$ cat src/rtl/core/fgbh_pkg.sv
// Package for the folded global branch history unit.
// Holds field widths, codes, controller state and command/status types.
// No dependencies.
`timescale 1ns / 1ps
`default_nettype none
package fgbh_pkg;

    localparam int WORD_BITS         = 64;
    localparam int DEF_MAX_HIST_BITS = 1024;
    localparam int CFG_W             = 11;
    localparam int FLEN_W            = 11;
    localparam int FWID_W            = 7;
    localparam int OUT_W             = 64;

    localparam logic [CFG_W-1:0]  TOTAL_LEN_RESET = 11'd1024;
    localparam logic [FWID_W-1:0] FWID_MAX        = 7'd64;

    localparam logic MODE_UPDATE = 1'b0;
    localparam logic MODE_QUERY  = 1'b1;

    typedef enum logic [1:0] {
        S_IDLE,
        S_FOLD
    } t_ctrl_state;

    typedef struct packed {
        logic shift;
        logic load;
        logic step;
        logic publish;
    } t_dp_cmd;

    typedef struct packed {
        logic rem_zero;
    } t_dp_status;

endpackage
`default_nettype wire

$ cat src/rtl/core/fgbh_ctrl.sv
// Controller for the folded global branch history unit.
// Sequences updates and fold queries and owns the result valid flag; uses fgbh_pkg.
`timescale 1ns / 1ps
`default_nettype none
module fgbh_ctrl (
    input  wire                  i_clk,
    input  wire                  i_rst_n,
    input  wire                  i_in_valid,
    input  wire                  i_in_mode,
    output logic                 o_in_ready,
    output logic                 o_out_valid,
    input  wire                  i_out_ready,
    output fgbh_pkg::t_dp_cmd    o_cmd,
    input  fgbh_pkg::t_dp_status i_status
);
    import fgbh_pkg::*;

    t_ctrl_state r_state;
    t_ctrl_state n_state;
    logic        r_out_valid;
    logic        n_out_valid;
    logic        accept;
    logic        out_free;

    assign accept   = i_in_valid && o_in_ready;
    assign out_free = !r_out_valid || i_out_ready;

    always_ff @(posedge i_clk) begin
        if (!i_rst_n) begin
            r_state     <= S_IDLE;
            r_out_valid <= 1'b0;
        end else begin
            r_state     <= n_state;
            r_out_valid <= n_out_valid;
        end
    end

    always_comb begin
        n_state     = r_state;
        n_out_valid = r_out_valid && !i_out_ready;
        o_in_ready  = 1'b0;
        o_cmd       = '0;
        unique case (r_state)
            S_IDLE: begin
                o_in_ready = 1'b1;
                if (accept) begin
                    if (i_in_mode == MODE_QUERY) begin
                        o_cmd.load = 1'b1;
                        n_state    = S_FOLD;
                    end else begin
                        o_cmd.shift = 1'b1;
                    end
                end
            end
            S_FOLD: begin
                if (!i_status.rem_zero) begin
                    o_cmd.step = 1'b1;
                end else if (out_free) begin
                    o_cmd.publish = 1'b1;
                    n_out_valid   = 1'b1;
                    n_state       = S_IDLE;
                end
            end
            default: begin
                n_state = S_IDLE;
            end
        endcase
    end

    assign o_out_valid = r_out_valid;

endmodule
`default_nettype wire

$ cat config.mk
export PLATFORM = sky130hd
export DESIGN_NAME = fgbh_ctrl
export DESIGN_NICKNAME = d
export VERILOG_FILES = /design/src/rtl/core/fgbh_pkg.sv /design/src/rtl/core/fgbh_ctrl.sv
export SDC_FILE = /design/constraint.sdc
export NUM_CORES = 1
export LEC_CHECK = 0
export ABC_CLOCK_PERIOD_IN_PS = 1200
export BUFFER_PORTS_ARGS = -buffer_cell sky130_fd_sc_hd__buf_2
export CAP_MARGIN = 20
export CORE_AREA = 2 2 39 41
export CTS_CLUSTER_DIAMETER = 50
export DETAILED_ROUTE_END_ITERATION = 7
export DIE_AREA = 0 0 41 43
export HOLD_SLACK_MARGIN = 0.15
export SLEW_MARGIN = 25
export SYNTH_ARGS = -nofsm -noshare
export SYNTH_HDL_FRONTEND = slang
export SYNTH_SLANG_ARGS = --single-unit
$ cat constraint.sdc
create_clock -name i_clk -period 1.2 [get_ports i_clk]
set_input_delay 0.06 -clock i_clk [delete_from_list [all_inputs] [get_ports i_clk]]
set_output_delay 0.06 -clock i_clk [all_outputs]
set_load 0.05 [all_outputs]
==> results_dict.tcl, run 1 <==
set metrics [dict create \
    status "finished clean" \
    worstSetupStartpoint "r_state[0]$_SDFFE_PN0P_" \
    antenna_cells 0 \
    hold_path_class "input port to register" \
    firstDrtPassIters 1 \
    critical-path-slowest-cell "dfxtp_1" \
    relSlewSlack_pct 83.6 \
    most-common-layout-cells "buf_2, clkbuf_4, dfxtp_1" \
    syn-instance-count 12 \
    critPathArrivalTime_ns 1.05 \
    hold_viol 0 \
    setup_violations 0 \
    r2r_slack_ns 0.33 \
    grt_setup_unrepaired "no" \
    min_period_ns 1.11 \
    ctsRootBufferMaster "clkbuf_4" \
    crit_chain "inv_2, and3_4, buf_2" \
    yosysWarningCount 0 \
    die_w_um 41 \
    synthSimpleGateAreaFrac_pct 37.8 \
    clk_latency_ns 0.22 \
    reg2regPathDepth 3 \
    cp-endpoint "o_cmd[2]" \
    max_freq_ghz 0.900 \
    avgSynthCellArea_um2 8.55 \
    synth_xor_area_share_pct 0 \
    fin_tns_setup_ns 0 \
    layout_commonest_cell "buf_2" \
    crit_fanout 4 \
    synth-compound-area-share_pct 19.5 \
    cts_resized 0 \
    synth_cell_type_count 11 \
    clkTransAtPathRegs_ns 0.03 \
    cts_buffers 3 \
    cts_post_setup_buffers_inserted 0 \
    dieHeight_um 43 \
    drv_slew 0 \
    synth_top_family_by_area "simple AND/OR/NAND/NOR gates" \
    portBuffers 11 \
    final_util_pct 15.9 \
    critPathRequiredTime_ns 1.14 \
    r2r_end "r_state[0]$_SDFFE_PN0P_" \
    initial_utilization_pct 7.41 \
    final_antenna_net_count 0 \
    htreeDepth 1 \
    grt_pass1_wl_um 365 \
    min_from "i_out_ready" \
    num_vias 145 \
    syn_to_final_growth_pct 115 \
    ys_ff_latch 2 \
    period_share_pct 92.6 \
    placeableCoreArea_um2 1380 \
    drc 0 \
    post_drt_wl_per_cell_um 6.53 \
    clock_skew_ns 0.00109 \
    syn_nets 18 \
    die-area_um2 1760 \
    cts_sinks 2 \
    antenna_found_initial 0 \
    startpoint_type "register" \
    postPlaceCellArea_um2 188 \
    routabilityCongestion 0.418 \
    vias_per_cell 3.37 \
    peakVddDrop_mv 0.183 \
    p_per_area_nw_per_um2 1290 \
    reg2reg_from "r_state[0]$_SDFFE_PN0P_" \
    netlist_area_um2 103 \
    critPathMaxStageDelay_ns 0.33 \
    drt_iter0_markers 0 \
    grt_pass1_vias 129 \
    setup.worst_path.end_class "output port" \
    io_pins 12 \
    tightest_slew_ns 0.248 \
    postCtsHoldBufs 1 \
    path_class "register to output port" \
    yosysSeqAreaShare_pct 39.0 \
    cts_tree "done" \
    cts_max_path_buffers 2 \
    grt_overflow 0 \
    placementRows 14 \
    yosys.area_share.adder_pct 0 \
    synth.area.mux_share_pct 0 \
    nets 35 \
    gr-usage-all-layers_pct 3.80 \
    drt-total-wl_um 281 \
    final_layout_size_suffix_gt1_share_pct 70.4 \
    grt_max_degree 5 \
    leakagePower_nw 0.106 \
    maxCapViolations 0 \
    stdcell_area_um2 220 \
]
## cell families (layout without fill, tap and decap cells)
logic type	Yosys count	after routing
buf+inv	1	16
compound gates	3	3
flops	2	2
simple gates	6	6
## report_power, final
part	internal [mW]	switching, mW
combinational	0.0230	0.0464
sequential	0.0700	0.00244
clock	0.110	0.0333
total	0.203	0.0821
## worst min-delay path by stage
stage | to | depth (start not counted) | slack (ns)
5_1_grt | o_out_valid$_SDFF_PN0_ | 3 | 0.20
2_1_floorplan | r_state[0]$_SDFFE_PN0P_ | 1 | 0.18
3_3_place_gp | r_state[0]$_SDFFE_PN0P_ | 2 | 0.30
3_5_place_dp | r_state[0]$_SDFFE_PN0P_ | 2 | 0.32
4_1_cts | o_out_valid$_SDFF_PN0_ | 3 | 0.18
6_report | o_out_valid$_SDFF_PN0_ | 3 | 0.18
## cells in the mapped netlist
cell type	n	share of area, %
o21a_1	1	7.3
dfxtp_1	2	39
nand2_1	1	3.7
a21oi_1	1	4.9
nor2_1	1	3.7
nand2b_1	1	6.1
nor2b_1	1	6.1
inv_2	1	3.7
a21boi_0	1	7.3
and3_4	1	11
nor3b_1	1	7.3
## registers in the layout, summed over array words and instances, names as in the netlist
| signal | cells |
|---|---|
| r_state | 1 |
| o_out_valid | 1 |
## metrics by stage
stage	power, mW	hold slack, ns	std cells	worst slack [ns]
3_3_place_gp	0.140	0.300	39	0.320
3_5_place_dp	0.141	0.318	39	0.314
6_report	0.285	0.180	43	0.0891
5_1_grt	0.301	0.199	43	0.0429
2_1_floorplan	0.121	0.178	12	0.0318
4_1_cts	0.297	0.178	43	0.0711
## critical path, delay by kind of cell, from the launching register on
kind          cells  cell delay [ns]
simple gates      1             0.17
flops             1             0.33
buf+inv           2             0.33
## final cells by class
type / instances / area, µm²
clock buffers: 3 / 22.5
fillers: 162 / 1160
inverters: 1 / 3.75
multi-input cells: 9 / 68.8
flip-flops and latches: 2 / 40.0
well taps: 16 / 20.0
repair buffers: 12 / 65.1
## per-layer routing
layer,part of all wire (%),track usage (%)
met2,55,5.63
met4,0,8.00
met3,12,1.57
met1,32,1.59
met5,0,0
Note: power is estimated with default switching activity, not from simulation.
==> inputs of run 2 (changes only) <==
--- a/config.mk
+++ b/config.mk
@@ -13,6 +13,7 @@
 export DETAILED_ROUTE_END_ITERATION = 7
 export DIE_AREA = 0 0 41 43
 export HOLD_SLACK_MARGIN = 0.15
+export RECOVER_POWER = 100
 export SLEW_MARGIN = 25
 export SYNTH_ARGS = -nofsm -noshare
 export SYNTH_HDL_FRONTEND = slang
==> run 2 against run 1 <==
  * Final cell count did not move
  * Total power barely moved
  * Flip-flop and latch count did not move
  * Non-clock buffer count did not move
  * Clock skew did not move
  * Fmax fell by 1.7%
  * Die area did not move
  * Hold slack did not move
  * First-iteration DRC count did not move
  * Register-to-register slack barely moved
  * Sequential share of layout area did not move
  * Critical path type unchanged
  * Largest power group unchanged
==> results_dict.tcl, run 2 (synthesized netlist as in run 1, its figures left out) <==
set metrics [dict create \
    gr-usage-all-layers_pct 3.80 \
    pwr-share-clk_pct 50.2 \
    fin_tns_setup_ns 0 \
    clk_latency_ns 0.22 \
    r2r_slack_ns 0.32 \
    reg2regPathDepth 3 \
    clock_skew_ns 0.00109 \
    postPlaceCellArea_um2 188 \
    setup_violations 0 \
    p_total_uw 285 \
    drc 0 \
    grt_overflow 0 \
    nets 35 \
    clkTransAtPathRegs_ns 0.03 \
    cts_post_setup_buffers_inserted 0 \
    grt_pass1_wl_um 365 \
    critPathRequiredTime_ns 1.14 \
    path_buf_inv 2 \
    antenna_cells 0 \
    crit_chain "inv_2, and3_4, clkbuf_2" \
    portBuffers 11 \
    max_freq_ghz 0.885 \
    path_delay_family "buffers and inverters" \
    layout_commonest_cell "clkbuf_2" \
    crit_fanout 4 \
    setup_ws_ns 0.0698 \
    cts_tree "done" \
    die-area_um2 1760 \
    drt-total-wl_um 282 \
    num_vias 143 \
    io_pins 12 \
    vias_per_cell 3.33 \
    cts_resized 0 \
    relSlewSlack_pct 81.7 \
    grt_pass1_vias 129 \
    stdcell_area_um2 220 \
    peakVddDrop_mv 0.183 \
    critPathMaxStageDelay_ns 0.33 \
    switchingPower_uw 82.5 \
    drt_iter0_markers 0 \
    placementRows 14 \
    p_seq_share_pct 25.4 \
    dieHeight_um 43 \
    cts_max_path_buffers 2 \
    cp.depth 3 \
    startpoint_type "register" \
    antenna_found_initial 0 \
    min_period_ns 1.13 \
    hold_depth 3 \
    post_drt_wl_per_cell_um 6.56 \
    place_worst_setup_slack_ns 0.314 \
    routabilityCongestion 0.418 \
    p_sw_share_pct 28.9 \
    setup.worst_path.end_class "output port" \
    period_share_pct 94.2 \
    p_per_area_nw_per_um2 1290 \
    drv_slew 0 \
    die_w_um 41 \
    path_class "register to output port" \
    placeableCoreArea_um2 1380 \
    grt_setup_unrepaired "no" \
    cts_sinks 2 \
    cts_buffers 3 \
    final_layout_size_suffix_gt1_share_pct 70.4 \
    status "finished clean" \
    ctsRootBufferMaster "clkbuf_4" \
    initial_utilization_pct 7.41 \
    postCtsHoldBufs 1 \
    tightest_slew_ns 0.276 \
    critPathArrivalTime_ns 1.07 \
    grt_max_degree 5 \
    syn_to_final_growth_pct 115 \
    hold_path_class "input port to register" \
    final_antenna_net_count 0 \
    maxCapViolations 0 \
    leakagePower_nw 0.104 \
    critical-path-slowest-cell "dfxtp_1" \
    htreeDepth 1 \
    p_int_uw 203 \
    hold_viol 0 \
    p_comb_share_pct 24.3 \
    firstDrtPassIters 1 \
    most-common-layout-cells "clkbuf_2, buf_2, clkbuf_4" \
]
==> run 2: cell types whose count changed in the layout (fill, tap and decap cells not counted), sizes merged <==
cell | previous run | this run
buf | 11 | 5
clkbuf | 3 | 9
==> run 2: path summary, 6_finish.rpt <==
path | startpoint | endpoint
worst min register to register | o_out_valid$_SDFF_PN0_ | o_out_valid$_SDFF_PN0_
worst max-delay path | r_state[0]$_SDFFE_PN0P_ | o_cmd[2]
worst min-delay path | i_out_ready | o_out_valid$_SDFF_PN0_
worst max register to register | r_state[0]$_SDFFE_PN0P_ | r_state[0]$_SDFFE_PN0P_
==> run 2: through the flow <==
stage / utilization (%) / hold WS (ns) / cells
6_report: 15.9 / 0.180 / 43
4_1_cts: 15.9 / 0.178 / 43
2_1_floorplan: - / 0.178 / 12
5_1_grt: 15.9 / 0.199 / 43
3_5_place_dp: 13.6 / 0.318 / 39
3_3_place_gp: 13.6 / 0.300 / 39
==> run 2: power by group through the flow <==
stage                     Combinational [mW]  Clock [mW]  Sequential [mW]
after global placement                0.0669           0           0.0733
final                                 0.0694       0.143           0.0725
after detailed placement              0.0675           0           0.0734
after CTS                             0.0701       0.154           0.0725
after global routing                  0.0743       0.154           0.0728
after floorplan                       0.0441           0           0.0766
==> run 2: worst reg2reg max path, delay by kind of cell (launching register included) <==
kind                   cells  cell delay, ns
AOI/OAI and AO/OA          1            0.18
buffers and inverters      1            0.07
and+or+nand+nor            1            0.15
DFF                        1            0.37
==> run 2: routing by layer <==
layer	share of wire (%)	vias to the layer above	global-route usage, %
li1	-	72	-
met1	32	63	1.59
met2	56	8	5.63
met3	12	0	1.57
met4	0	0	8.00
met5	0	-	0
==> run 2: cell type report <==
type	count	area, µm²
fill	162	1160
multi-input combinational	9	68.8
timing repair buffer	12	65.1
sequential	2	40.0
clock buffer	3	22.5
tap	16	20.0
inverter	1	3.75
